`src/radial_profile_gap_fill_normalize_assert.svh`:
```
// Assertion macros for the radial profile gap fill and normalize block.
// Used by the top level; expects i_clk and i_rst_n in the including scope.
`ifndef RADIAL_PROFILE_GAP_FILL_NORMALIZE_ASSERT_SVH
`define RADIAL_PROFILE_GAP_FILL_NORMALIZE_ASSERT_SVH

// Same-cycle implication
`define RPGF_ASSERT_NOW(lbl, ante, cons, msg) \
    lbl: assert property (@(posedge i_clk) disable iff (!i_rst_n) (ante) |-> (cons)) \
        else $error(msg);

// Next-cycle implication
`define RPGF_ASSERT_NXT(lbl, ante, cons, msg) \
    lbl: assert property (@(posedge i_clk) disable iff (!i_rst_n) (ante) |=> (cons)) \
        else $error(msg);

`endif

```
`src/rpgf_pkg.sv`:
```
// Shared constants and types for the radial profile gap fill block.
// No dependencies; imported by every module of the block.
package rpgf_pkg;

    localparam int MAX_ENTRIES = 64;
    localparam int ADDR_W      = $clog2(MAX_ENTRIES);
    localparam int CNT_W       = $clog2(MAX_ENTRIES + 1);
    localparam int DIST_W      = 16;
    localparam int ENTRY_W     = DIST_W + 1;
    localparam int MISS_BIT    = DIST_W;
    localparam int FRAC_W      = 14;
    localparam int CFG_ADDR_W  = 8;
    localparam int Q_DEPTH     = 2;

    // Configuration register indexes
    localparam logic [CFG_ADDR_W-1:0] CFG_MIN_LEVEL = CFG_ADDR_W'(0);
    localparam logic [CFG_ADDR_W-1:0] CFG_MAX_LEVEL = CFG_ADDR_W'(1);

    // Store write request from the loader
    typedef struct packed {
        logic               en;
        logic [ADDR_W-1:0]  addr;
        logic [ENTRY_W-1:0] data;
    } t_wr_req;

    // Job handed from loader to the repair/normalize engine
    typedef struct packed {
        logic             valid;
        logic [CNT_W-1:0] n;
    } t_job;

endpackage

```
`src/rpgf_front.sv`:
```
// Sample loader: accepts samples, writes the profile store, hands off jobs.
// Depends on rpgf_pkg.
module rpgf_front (
    input  logic                            i_clk,
    input  logic                            i_rst_n,
    input  logic                            i_s_tvalid,
    output logic                            o_s_tready,
    input  logic [rpgf_pkg::DIST_W-1:0]     i_s_tdata,   // [15:0] distance
    input  logic                            i_s_tuser,   // [0] missing
    input  logic                            i_s_tlast,
    input  logic                            i_q_full,
    input  logic                            i_done,
    output rpgf_pkg::t_wr_req               o_wr,
    output rpgf_pkg::t_job                  o_push
);
    import rpgf_pkg::*;

    logic [CNT_W-1:0] r_cnt, n_cnt;
    logic             r_hold, n_hold;
    logic             w_acc;
    logic             w_full;

    assign o_s_tready = !r_hold && !i_q_full;
    assign w_acc      = i_s_tvalid && o_s_tready;
    assign w_full     = (r_cnt == CNT_W'(MAX_ENTRIES));

    // Store write; samples beyond the store depth are dropped
    always_comb begin
        o_wr.en   = w_acc && !w_full;
        o_wr.addr = r_cnt[ADDR_W-1:0];
        o_wr.data = i_s_tuser ? {1'b1, {DIST_W{1'b0}}} : {1'b0, i_s_tdata};
    end

    // Job push on the closing sample
    always_comb begin
        o_push.valid = w_acc && i_s_tlast;
        o_push.n     = w_full ? r_cnt : r_cnt + CNT_W'(1);
    end

    always_comb begin
        n_cnt  = r_cnt;
        n_hold = r_hold;
        if (w_acc) begin
            if (i_s_tlast) begin
                n_cnt  = '0;
                n_hold = 1'b1;
            end else if (!w_full) begin
                n_cnt = r_cnt + CNT_W'(1);
            end
        end
        if (i_done) begin
            n_hold = 1'b0;
        end
    end

    always_ff @(posedge i_clk) begin
        if (!i_rst_n) begin
            r_cnt  <= '0;
            r_hold <= 1'b0;
        end else begin
            r_cnt  <= n_cnt;
            r_hold <= n_hold;
        end
    end

endmodule

```
`src/rpgf_queue.sv`:
```
// Short job queue between the loader and the repair/normalize engine.
// Depends on rpgf_pkg.
module rpgf_queue (
    input  logic                       i_clk,
    input  logic                       i_rst_n,
    input  rpgf_pkg::t_job             i_push,
    input  logic                       i_pop,
    output logic                       o_full,
    output rpgf_pkg::t_job             o_head
);
    import rpgf_pkg::*;

    localparam int PTR_W = $clog2(Q_DEPTH);
    localparam int OCC_W = $clog2(Q_DEPTH + 1);

    logic [CNT_W-1:0] r_slot [Q_DEPTH];
    logic [PTR_W-1:0] r_wptr, r_rptr;
    logic [OCC_W-1:0] r_occ;
    logic             w_wr, w_rd;

    assign o_full       = (r_occ == OCC_W'(Q_DEPTH));
    assign o_head.valid = (r_occ != '0);
    assign o_head.n     = r_slot[r_rptr];
    assign w_wr         = i_push.valid && !o_full;
    assign w_rd         = i_pop && o_head.valid;

    // Payload slots
    always_ff @(posedge i_clk) begin
        if (w_wr) begin
            r_slot[r_wptr] <= i_push.n;
        end
    end

    // Pointers and occupancy
    always_ff @(posedge i_clk) begin
        if (!i_rst_n) begin
            r_wptr <= '0;
            r_rptr <= '0;
            r_occ  <= '0;
        end else begin
            if (w_wr) begin
                r_wptr <= (r_wptr == PTR_W'(Q_DEPTH - 1)) ? '0 : r_wptr + PTR_W'(1);
            end
            if (w_rd) begin
                r_rptr <= (r_rptr == PTR_W'(Q_DEPTH - 1)) ? '0 : r_rptr + PTR_W'(1);
            end
            if (w_wr && !w_rd) begin
                r_occ <= r_occ + OCC_W'(1);
            end else if (w_rd && !w_wr) begin
                r_occ <= r_occ - OCC_W'(1);
            end
        end
    end

endmodule

```
`src/rpgf_back.sv`:
```
// Repair walk, serial normalize divide and output register.
// Owns the profile store memory. Depends on rpgf_pkg.
module rpgf_back (
    input  logic                        i_clk,
    input  logic                        i_rst_n,
    input  rpgf_pkg::t_wr_req           i_wr,
    input  rpgf_pkg::t_job              i_job,
    output logic                        o_pop,
    input  logic [rpgf_pkg::DIST_W-1:0] i_min_level,
    input  logic [rpgf_pkg::DIST_W-1:0] i_max_level,
    output logic                        o_done,
    output logic                        o_m_tvalid,
    input  logic                        i_m_tready,
    output logic [rpgf_pkg::DIST_W-1:0] o_m_tdata,   // [15:0] normalized
    output logic                        o_m_tuser,   // [0] range_error
    output logic                        o_m_tlast
);
    import rpgf_pkg::*;

    typedef enum logic [9:0] {
        ST_IDLE = 10'b00_0000_0001,
        ST_RRD  = 10'b00_0000_0010,
        ST_RCHK = 10'b00_0000_0100,
        ST_DRD  = 10'b00_0000_1000,
        ST_DCHK = 10'b00_0001_0000,
        ST_NRD  = 10'b00_0010_0000,
        ST_NLD  = 10'b00_0100_0000,
        ST_DIV  = 10'b00_1000_0000,
        ST_FIN  = 10'b01_0000_0000,
        ST_OUT  = 10'b10_0000_0000
    } t_state;

    typedef enum logic [1:0] {
        DON_MIRROR = 2'd0,
        DON_NEXT   = 2'd1,
        DON_PREV   = 2'd2
    } t_donor;

    localparam int STEP_W = $clog2(DIST_W);

    // Profile store
    logic [ENTRY_W-1:0] mem [MAX_ENTRIES];
    logic [ENTRY_W-1:0] r_rd_data;

    t_state             r_state, n_state;
    t_donor             r_sel, n_sel;
    logic [CNT_W-1:0]   r_n, n_n;
    logic [ADDR_W-1:0]  r_idx, n_idx;
    logic [DIST_W-1:0]  r_a, n_a;
    logic [DIST_W-1:0]  r_rem, n_rem;
    logic [DIST_W-1:0]  r_q, n_q;
    logic [DIST_W-1:0]  r_d, n_d;
    logic [STEP_W-1:0]  r_step, n_step;
    logic               r_neg, n_neg;
    logic               r_ovf, n_ovf;
    logic               r_err, n_err;
    logic [DIST_W-1:0]  r_res, n_res;

    logic               r_out_valid;
    logic [DIST_W-1:0]  r_out_data;
    logic               r_out_err;
    logic               r_out_last;

    logic               w_re;
    logic [ADDR_W-1:0]  w_raddr;
    logic               w_rep_we;
    logic [ENTRY_W-1:0] w_rep_wdata;
    logic               w_at_end;
    logic [ADDR_W-1:0]  w_mir, w_nxt, w_prv, w_don_addr;
    logic               w_is_donor;
    logic               w_slot_free;
    logic               w_load;
    logic [DIST_W:0]    w_diff, w_den, w_trial, w_sub;
    logic [DIST_W-1:0]  w_xmag, w_dmag;
    logic               w_ge;

    // Neighbor addresses, circular over the loaded entries
    always_comb begin
        w_at_end = ((CNT_W'(r_idx) + CNT_W'(1)) == r_n);
        w_mir    = ADDR_W'(r_n - CNT_W'(1) - CNT_W'(r_idx));
        w_nxt    = w_at_end ? '0 : r_idx + ADDR_W'(1);
        w_prv    = (r_idx == '0) ? ADDR_W'(r_n - CNT_W'(1)) : r_idx - ADDR_W'(1);
        case (r_sel)
            DON_MIRROR: w_don_addr = w_mir;
            DON_NEXT:   w_don_addr = w_nxt;
            DON_PREV:   w_don_addr = w_prv;
            default:    w_don_addr = w_mir;
        endcase
        w_is_donor = !r_rd_data[MISS_BIT] && (r_rd_data[DIST_W-1:0] != '0);
    end

    // Scaling setup: magnitudes of numerator and divisor
    always_comb begin
        w_diff = {1'b0, r_rd_data[DIST_W-1:0]} - {1'b0, i_min_level};
        w_den  = {1'b0, i_max_level} - {1'b0, i_min_level};
        w_xmag = w_diff[DIST_W] ? DIST_W'(-w_diff) : w_diff[DIST_W-1:0];
        w_dmag = w_den[DIST_W]  ? DIST_W'(-w_den)  : w_den[DIST_W-1:0];
    end

    // One restoring divide step
    always_comb begin
        w_trial = {r_rem, r_a[DIST_W-1]};
        w_ge    = (w_trial >= {1'b0, r_d});
        w_sub   = w_trial - {1'b0, r_d};
    end

    assign w_slot_free = !r_out_valid || i_m_tready;

    // Sequencer
    always_comb begin
        n_state     = r_state;
        n_sel       = r_sel;
        n_n         = r_n;
        n_idx       = r_idx;
        n_a         = r_a;
        n_rem       = r_rem;
        n_q         = r_q;
        n_d         = r_d;
        n_step      = r_step;
        n_neg       = r_neg;
        n_ovf       = r_ovf;
        n_err       = r_err;
        n_res       = r_res;
        w_re        = 1'b0;
        w_raddr     = r_idx;
        w_rep_we    = 1'b0;
        w_rep_wdata = '0;
        w_load      = 1'b0;
        o_pop       = 1'b0;
        o_done      = 1'b0;
        case (r_state)
            ST_IDLE: begin
                if (i_job.valid) begin
                    o_pop   = 1'b1;
                    n_n     = i_job.n;
                    n_idx   = '0;
                    n_state = ST_RRD;
                end
            end
            ST_RRD: begin
                w_re    = 1'b1;
                n_state = ST_RCHK;
            end
            ST_RCHK: begin
                if (r_rd_data[MISS_BIT]) begin
                    n_sel   = DON_MIRROR;
                    n_state = ST_DRD;
                end else if (w_at_end) begin
                    n_idx   = '0;
                    n_state = ST_NRD;
                end else begin
                    n_idx   = r_idx + ADDR_W'(1);
                    n_state = ST_RRD;
                end
            end
            ST_DRD: begin
                w_re    = 1'b1;
                w_raddr = w_don_addr;
                n_state = ST_DCHK;
            end
            ST_DCHK: begin
                if (!w_is_donor && r_sel != DON_PREV) begin
                    n_sel   = (r_sel == DON_MIRROR) ? DON_NEXT : DON_PREV;
                    n_state = ST_DRD;
                end else begin
                    // Take the donor, or zero when none qualified
                    w_rep_we    = 1'b1;
                    w_rep_wdata = w_is_donor ? {1'b0, r_rd_data[DIST_W-1:0]} : '0;
                    if (w_at_end) begin
                        n_idx   = '0;
                        n_state = ST_NRD;
                    end else begin
                        n_idx   = r_idx + ADDR_W'(1);
                        n_state = ST_RRD;
                    end
                end
            end
            ST_NRD: begin
                w_re    = 1'b1;
                n_state = ST_NLD;
            end
            ST_NLD: begin
                n_err  = (i_max_level == i_min_level);
                n_neg  = w_diff[DIST_W] ^ w_den[DIST_W];
                n_ovf  = ({2'b00, w_xmag, {FRAC_W{1'b0}}} >= {w_dmag, {DIST_W{1'b0}}});
                n_d    = w_dmag;
                n_rem  = {2'b00, w_xmag[DIST_W-1:2]};
                n_a    = {w_xmag[1:0], {FRAC_W{1'b0}}};
                n_q    = '0;
                n_step = '0;
                n_state = (n_err || n_ovf) ? ST_FIN : ST_DIV;
            end
            ST_DIV: begin
                n_rem  = w_ge ? w_sub[DIST_W-1:0] : w_trial[DIST_W-1:0];
                n_q    = {r_q[DIST_W-2:0], w_ge};
                n_a    = {r_a[DIST_W-2:0], 1'b0};
                n_step = r_step + STEP_W'(1);
                if (r_step == STEP_W'(DIST_W - 1)) begin
                    n_state = ST_FIN;
                end
            end
            ST_FIN: begin
                // Sign and saturation to signed Q2.14
                if (r_err) begin
                    n_res = '0;
                end else if (!r_neg) begin
                    n_res = (r_ovf || r_q[DIST_W-1]) ? {1'b0, {(DIST_W-1){1'b1}}} : r_q;
                end else begin
                    n_res = (r_ovf || r_q > {1'b1, {(DIST_W-1){1'b0}}}) ?
                            {1'b1, {(DIST_W-1){1'b0}}} : DIST_W'(-r_q);
                end
                n_state = ST_OUT;
            end
            ST_OUT: begin
                if (w_slot_free) begin
                    w_load = 1'b1;
                    if (w_at_end) begin
                        o_done  = 1'b1;
                        n_state = ST_IDLE;
                    end else begin
                        n_idx   = r_idx + ADDR_W'(1);
                        n_state = ST_NRD;
                    end
                end
            end
            default: begin
                n_state = ST_IDLE;
            end
        endcase
    end

    // Store: loader writes while the engine is idle, repair writes otherwise
    always_ff @(posedge i_clk) begin
        if (i_wr.en) begin
            mem[i_wr.addr] <= i_wr.data;
        end else if (w_rep_we) begin
            mem[r_idx] <= w_rep_wdata;
        end
        if (w_re) begin
            r_rd_data <= mem[w_raddr];
        end
    end

    // Engine registers
    always_ff @(posedge i_clk) begin
        if (!i_rst_n) begin
            r_state <= ST_IDLE;
        end else begin
            r_state <= n_state;
        end
        r_sel  <= n_sel;
        r_n    <= n_n;
        r_idx  <= n_idx;
        r_a    <= n_a;
        r_rem  <= n_rem;
        r_q    <= n_q;
        r_d    <= n_d;
        r_step <= n_step;
        r_neg  <= n_neg;
        r_ovf  <= n_ovf;
        r_err  <= n_err;
        r_res  <= n_res;
    end

    // Output register
    always_ff @(posedge i_clk) begin
        if (!i_rst_n) begin
            r_out_valid <= 1'b0;
        end else if (w_load) begin
            r_out_valid <= 1'b1;
        end else if (i_m_tready) begin
            r_out_valid <= 1'b0;
        end
        if (w_load) begin
            r_out_data <= r_res;
            r_out_err  <= r_err;
            r_out_last <= w_at_end;
        end
    end

    assign o_m_tvalid = r_out_valid;
    assign o_m_tdata  = r_out_data;
    assign o_m_tuser  = r_out_err;
    assign o_m_tlast  = r_out_last;

endmodule

```
`src/radial_profile_gap_fill_normalize.sv`:
```
// Top level of the radial profile gap fill and normalize block.
// Instantiates rpgf_front, rpgf_queue and rpgf_back; uses rpgf_pkg and the assert header.
//
// Samples of one profile are taken one per cycle and written to a 64-entry store; the
// sample with tlast closes the profile. The input then stays held off until the last
// result of that profile has been placed in the output register. The engine first walks
// the entries through the store's single read port: a present entry takes a read and a
// check, a missing one adds a read and a check per donor tried in turn (mirror, next,
// previous). Each result then takes read, setup, a 16-step restoring divide, sign and
// saturation, and output load; the divide is skipped when the quotient magnitude needs
// more than 16 bits or the bounds are equal. Output stalls hold the engine only once
// the output register is full. No clearing pass follows reset. The bounds must be
// written through the configuration channel only while the block is idle, which it
// does not enforce. Index 0 is min_level, index 1 max_level; other indexes are ignored.
`include "radial_profile_gap_fill_normalize_assert.svh"

module radial_profile_gap_fill_normalize (
    input  logic                            i_clk,
    input  logic                            i_rst_n,
    // sample stream
    input  logic                            i_s_tvalid,
    output logic                            o_s_tready,
    input  logic [rpgf_pkg::DIST_W-1:0]     i_s_tdata,   // [15:0] distance
    input  logic                            i_s_tuser,   // [0] missing
    input  logic                            i_s_tlast,   // last_sample
    // result stream
    output logic                            o_m_tvalid,
    input  logic                            i_m_tready,
    output logic [rpgf_pkg::DIST_W-1:0]     o_m_tdata,   // [15:0] normalized
    output logic                            o_m_tuser,   // [0] range_error
    output logic                            o_m_tlast,   // last_result
    // configuration writes
    input  logic                            i_cfg_valid,
    output logic                            o_cfg_ready,
    input  logic [rpgf_pkg::CFG_ADDR_W-1:0] i_cfg_addr,
    input  logic [rpgf_pkg::DIST_W-1:0]     i_cfg_data
);
    import rpgf_pkg::*;

    logic [DIST_W-1:0] r_min_level;
    logic [DIST_W-1:0] r_max_level;
    t_wr_req           w_wr;
    t_job              w_push;
    t_job              w_head;
    logic              w_q_full;
    logic              w_pop;
    logic              w_done;
    logic              w_in_acc;

    // Configuration registers
    assign o_cfg_ready = 1'b1;

    always_ff @(posedge i_clk) begin
        if (!i_rst_n) begin
            r_min_level <= '0;
            r_max_level <= '1;
        end else if (i_cfg_valid && o_cfg_ready) begin
            case (i_cfg_addr)
                CFG_MIN_LEVEL: r_min_level <= i_cfg_data;
                CFG_MAX_LEVEL: r_max_level <= i_cfg_data;
                default: ;
            endcase
        end
    end

    rpgf_front u_front (
        .i_clk      (i_clk),
        .i_rst_n    (i_rst_n),
        .i_s_tvalid (i_s_tvalid),
        .o_s_tready (o_s_tready),
        .i_s_tdata  (i_s_tdata),
        .i_s_tuser  (i_s_tuser),
        .i_s_tlast  (i_s_tlast),
        .i_q_full   (w_q_full),
        .i_done     (w_done),
        .o_wr       (w_wr),
        .o_push     (w_push)
    );

    rpgf_queue u_queue (
        .i_clk   (i_clk),
        .i_rst_n (i_rst_n),
        .i_push  (w_push),
        .i_pop   (w_pop),
        .o_full  (w_q_full),
        .o_head  (w_head)
    );

    rpgf_back u_back (
        .i_clk       (i_clk),
        .i_rst_n     (i_rst_n),
        .i_wr        (w_wr),
        .i_job       (w_head),
        .o_pop       (w_pop),
        .i_min_level (r_min_level),
        .i_max_level (r_max_level),
        .o_done      (w_done),
        .o_m_tvalid  (o_m_tvalid),
        .i_m_tready  (i_m_tready),
        .o_m_tdata   (o_m_tdata),
        .o_m_tuser   (o_m_tuser),
        .o_m_tlast   (o_m_tlast)
    );

    // Input transaction, for the checks
    assign w_in_acc = i_s_tvalid && o_s_tready;

    // Checks
    `RPGF_ASSERT_NOW(a_err_zero, o_m_tvalid && o_m_tuser, o_m_tdata == '0, "value not zero")
    `RPGF_ASSERT_NOW(a_push_room, w_push.valid, !w_q_full, "job pushed into a full queue")
    `RPGF_ASSERT_NXT(a_hold_last, w_in_acc && i_s_tlast, !o_s_tready, "input not held")
    `RPGF_ASSERT_NXT(a_done_last, w_done, o_m_tvalid && o_m_tlast, "no last result at end")

endmodule
```
`config.mk`:
```
export PLATFORM = sky130hd
export DESIGN_NAME = radial_profile_gap_fill_normalize
export DESIGN_NICKNAME = d
export VERILOG_FILES = /design/src/rpgf_pkg.sv /design/src/rpgf_front.sv /design/src/rpgf_queue.sv /design/src/rpgf_back.sv /design/src/radial_profile_gap_fill_normalize.sv
export VERILOG_INCLUDE_DIRS = /design/src /design/src/src
export SDC_FILE = /design/constraint.sdc
export NUM_CORES = 2
export LEC_CHECK = 0
export BUFFER_PORTS_ARGS = -buffer_cell sky130_fd_sc_hd__clkbuf_2
export CAP_MARGIN = 20
export CORE_ASPECT_RATIO = 1.75
export CORE_MARGIN = 3
export CORE_UTILIZATION = 63
export CTS_CLUSTER_DIAMETER = 100
export DETAILED_ROUTE_END_ITERATION = 7
export PLACE_DENSITY = 0.76
export SLEW_MARGIN = 40
export SYNTH_ARGS = -nofsm -noshare
export SYNTH_HDL_FRONTEND = slang
export SYNTH_SLANG_ARGS = --single-unit
```
`constraint.sdc`:
```
create_clock -name i_clk -period 7.51 [get_ports i_clk]
set_input_delay 0.3755 -clock i_clk [delete_from_list [all_inputs] [get_ports i_clk]]
set_output_delay 0.3755 -clock i_clk [all_outputs]
set_load 0.005 [all_outputs]
```
==> results.ini <==
[placement]
hpwl_mm=101.9
place.gp.congestion=1.040
placedCellCount=5698
portBuffers=66

[clocking]
clock_latency_ps=720
cts_buffers=107
hold_buffers=17
cts_max_level=3
clkSlewWorstSetupHoldPaths_ps=70
cts.sinks=1280
clock_path_buffers=3
post_cts_buffers=0
ctsResizeCount=0
cts_root_buf=clkbuf_16
cts_tree=done

[synth]
ys_seq_area_frac=0.6834
synth_compound_gate_area_share=0.09346
async_flop_share=0
synth_seq_cells=1280
muxShareOfSynthArea=0.005755
synth-simple-area-share=0.1542
synth_edf_count=1225
synthAdderAreaFrac=0.01950
synth.avg_cell_area_sq_um=12.03
synth-xor-area-share=0.01566
ys_types=82
synth_area_sq_mm=0.05544
syn_nets=4741
synth_top_family_by_area=simple AND/OR/NAND/NOR gates
syn_inst=4610
synth_ff_type=edfxtp_1
ys_warn_count=0

[final_layout]
finalNonFillerCells=5919
area_delta_synth_final_pct=10.52
seq_area_sq_mm=0.03789
nNetsFinal=4798
multi_input_area_sq_mm=0.01637
layout_common_cells=edfxtp_1, nand2_1, nand3_1
fillers=5844
drive_gt1_frac=0.09336
layout_commonest_cell=edfxtp_1

[floorplan]
die_w_um=230.2
num_rows=143
ios=68
dieArea_sq_mm=0.09173
die_h_um=398.4
initial_utilization=0.6362
fp.coreArea_sq_mm=0.08713

[detailed_routing]
drc_errors=0
first_pass_iters=6
wl_per_cell_um=26.97
final_antenna_net_count=0
via_per_inst=6.497
vias=38450
drt_first_iter_violations=5479
drt-total-wl_mm=159.6

[worst_setup_path]
crit_chain=inv_1 > ha_1 > xnor2_1 > nand3_1 > nor4b_2 > a31o_2 > o22ai_1 > a311o_1 > buf_4 > nand2_2 > or2_1 > buf_4 > o22ai_1 > nor4_1 > o21ai_0 > o41ai_2
crit_path_start_kind=flop
crit_path_end_kind=flop
worstSetupPathType=flop to flop
critPathTopFamily=simple AND/OR/NAND/NOR gates
slowest_delay_ps=810
cp.buffers_inverters=3
cp_slowest_cell=nor4_1
crit_required_ps=8020
worstPathMaxFanout=35
cp.arrival_ps=6990

[power]
p_leak_uw=0.02192
p_per_area_mw_per_mm2=329.4
ir_drop_v=0.0002598

[run_status]
status=finished clean

[timing]
rsz0062_at_grt=false
maxSlewViolCount=0
hold_viol=0
finClkSkew_ps=32.16
slew_headroom=0.3071
post-route-period-util=0.8628
setup_viol=0
fin_tns_setup_ps=0
fmax_ghz=0.1543
tightestPinTransition_ps=1030
min_period_ps=6480

[global_route]
antenna_found_initial=6
grt_max_degree=133
grt_pass1_wl_mm=233.6
grt_pass1_vias=37300
grt_overflow=0
grt_use_total=0.3451

[run]
drv_cap=0

[worst_hold_path]
min_path_type=primary input to flop

worst paths after layout:
check,to,slack (ps),start,depth (start not counted)
worst min-delay path,u_front.r_cnt[4]$_SDFFE_PN0P_,190,i_s_tlast,4
worst max-delay path,u_back.r_rd_data[2]$_DFFE_PP_,1030,u_back.r_idx[0]$_DFFE_PP_,16
worst min register to register,u_back.o_m_tdata[13]$_DFFE_PP_,420,u_back.r_res[13]$_SDFFCE_PP0P_,0
worst max register to register,u_back.r_rd_data[2]$_DFFE_PP_,1030,u_back.r_idx[0]$_DFFE_PP_,16
sequential cells by signal, summed over array words and instances (netlist names), 6 cells and up:
| register | flops |
|---|---|
| u_back.r_idx | 6 |
| r_min_level | 16 |
| u_back.r_rd_data | 17 |
| u_front.r_cnt | 7 |
| u_back.r_n | 7 |
| u_back.r_rem | 16 |
| u_back.r_res | 16 |
| u_back.r_d | 16 |
| u_back.o_m_tdata | 16 |
| u_queue.r_slot | 14 |
| r_max_level | 16 |
| u_back.mem | 1088 |
| u_back.r_state | 10 |
| u_back.r_q | 16 |
per-layer routing:
layer | vias up | share of wire | global-route usage
li1 | 16930 | - | -
met1 | 18710 | 0.32 | 0.3821
met2 | 2225 | 0.50 | 0.5872
met3 | 587 | 0.088 | 0.06825
met4 | 2 | 0.092 | 0.2630
met5 | - | 0.000081 | 0
report_power, final:
| part | switching [uW] | leakage, uW | internal, uW | total (uW) |
|---|---|---|---|---|
| Combinational | 4610 | 0.00853 | 1830 | 6450 |
| Sequential | 106 | 0.0117 | 7960 | 8060 |
| Clock | 2510 | 0.00172 | 3160 | 5670 |
Yosys cell counts (7+ instances only):
cell type,n,area (sq um)
a211o_1,17,148.9
a211oi_1,22,165.2
a21o_1,24,180.2
a21oi_1,286,1431
a22oi_1,71,533.0
a311oi_1,10,87.58
a31oi_1,78,488.0
and2_1,22,137.6
and3_1,84,525.5
buf_1,31,116.4
buf_2,91,455.4
buf_4,11,82.58
clkbuf_1,134,503.0
dfxtp_1,55,1101
edfxtp_1,1225,36790
ha_1,80,1001
inv_1,93,349.1
mux2_2,7,78.83
mux2i_1,24,240.2
nand2_1,1125,4223
nand2b_1,22,137.6
nand3_1,300,1501
nand3b_1,18,135.1
nand4_1,17,106.4
nor2_1,216,810.8
nor2b_1,24,150.1
nor3_1,24,120.1
nor3b_1,17,127.6
nor4_1,32,200.2
o21a_1,24,180.2
o21ai_0,86,430.4
o221ai_1,14,122.6
o22ai_1,82,513.0
o31a_1,7,61.31
o31ai_1,13,97.59
o41ai_2,14,227.7
or3_1,20,125.1
xnor2_1,54,473.0
xor2_1,40,350.3
cell families (layout without fill, tap and decap cells):
group | Yosys count | in the layout
adder cells (fa/ha/maj) | 84 | 84
XOR/XNOR | 96 | 96
other | 1 | 4
buffers and inverters | 365 | 511
multiplexers | 31 | 31
flip-flops | 1280 | 1280
AO/OA/AOI/OAI | 804 | 804
AND/OR/NAND/NOR | 1949 | 1949
final cells by class:
cell class,count,share of cell area
sequential,1280,0.6184
multi-input combinational,2965,0.2671
clock buffer,143,0.04726
timing repair buffer,218,0.02720
tap,1160,0.02369
clock inverter,55,0.01041
inverter,95,0.005820
antenna,3,0.0001225
per-stage QoR:
step                area (sq um)    util  total power, uW  hold slack (ps)  setup WS [ps]
finish                     61270  0.7031            20180            194.2           1030
CTS                        61160  0.7019            20010            161.1           1162
floorplan                  55440       -            12170            400.3           2085
detailed placement         57450  0.6594            14410            406.5           1264
global placement           57380  0.6585            14320            403.0           1318
global route               61260  0.7031            20830            220.5           1092
tightest hold or removal path: stages:
cell	delay [ps]
clkbuf_2	130
nor2_1	120
a22oi_1	170
nor2_1	50
(Power assumes the default switching activity.)
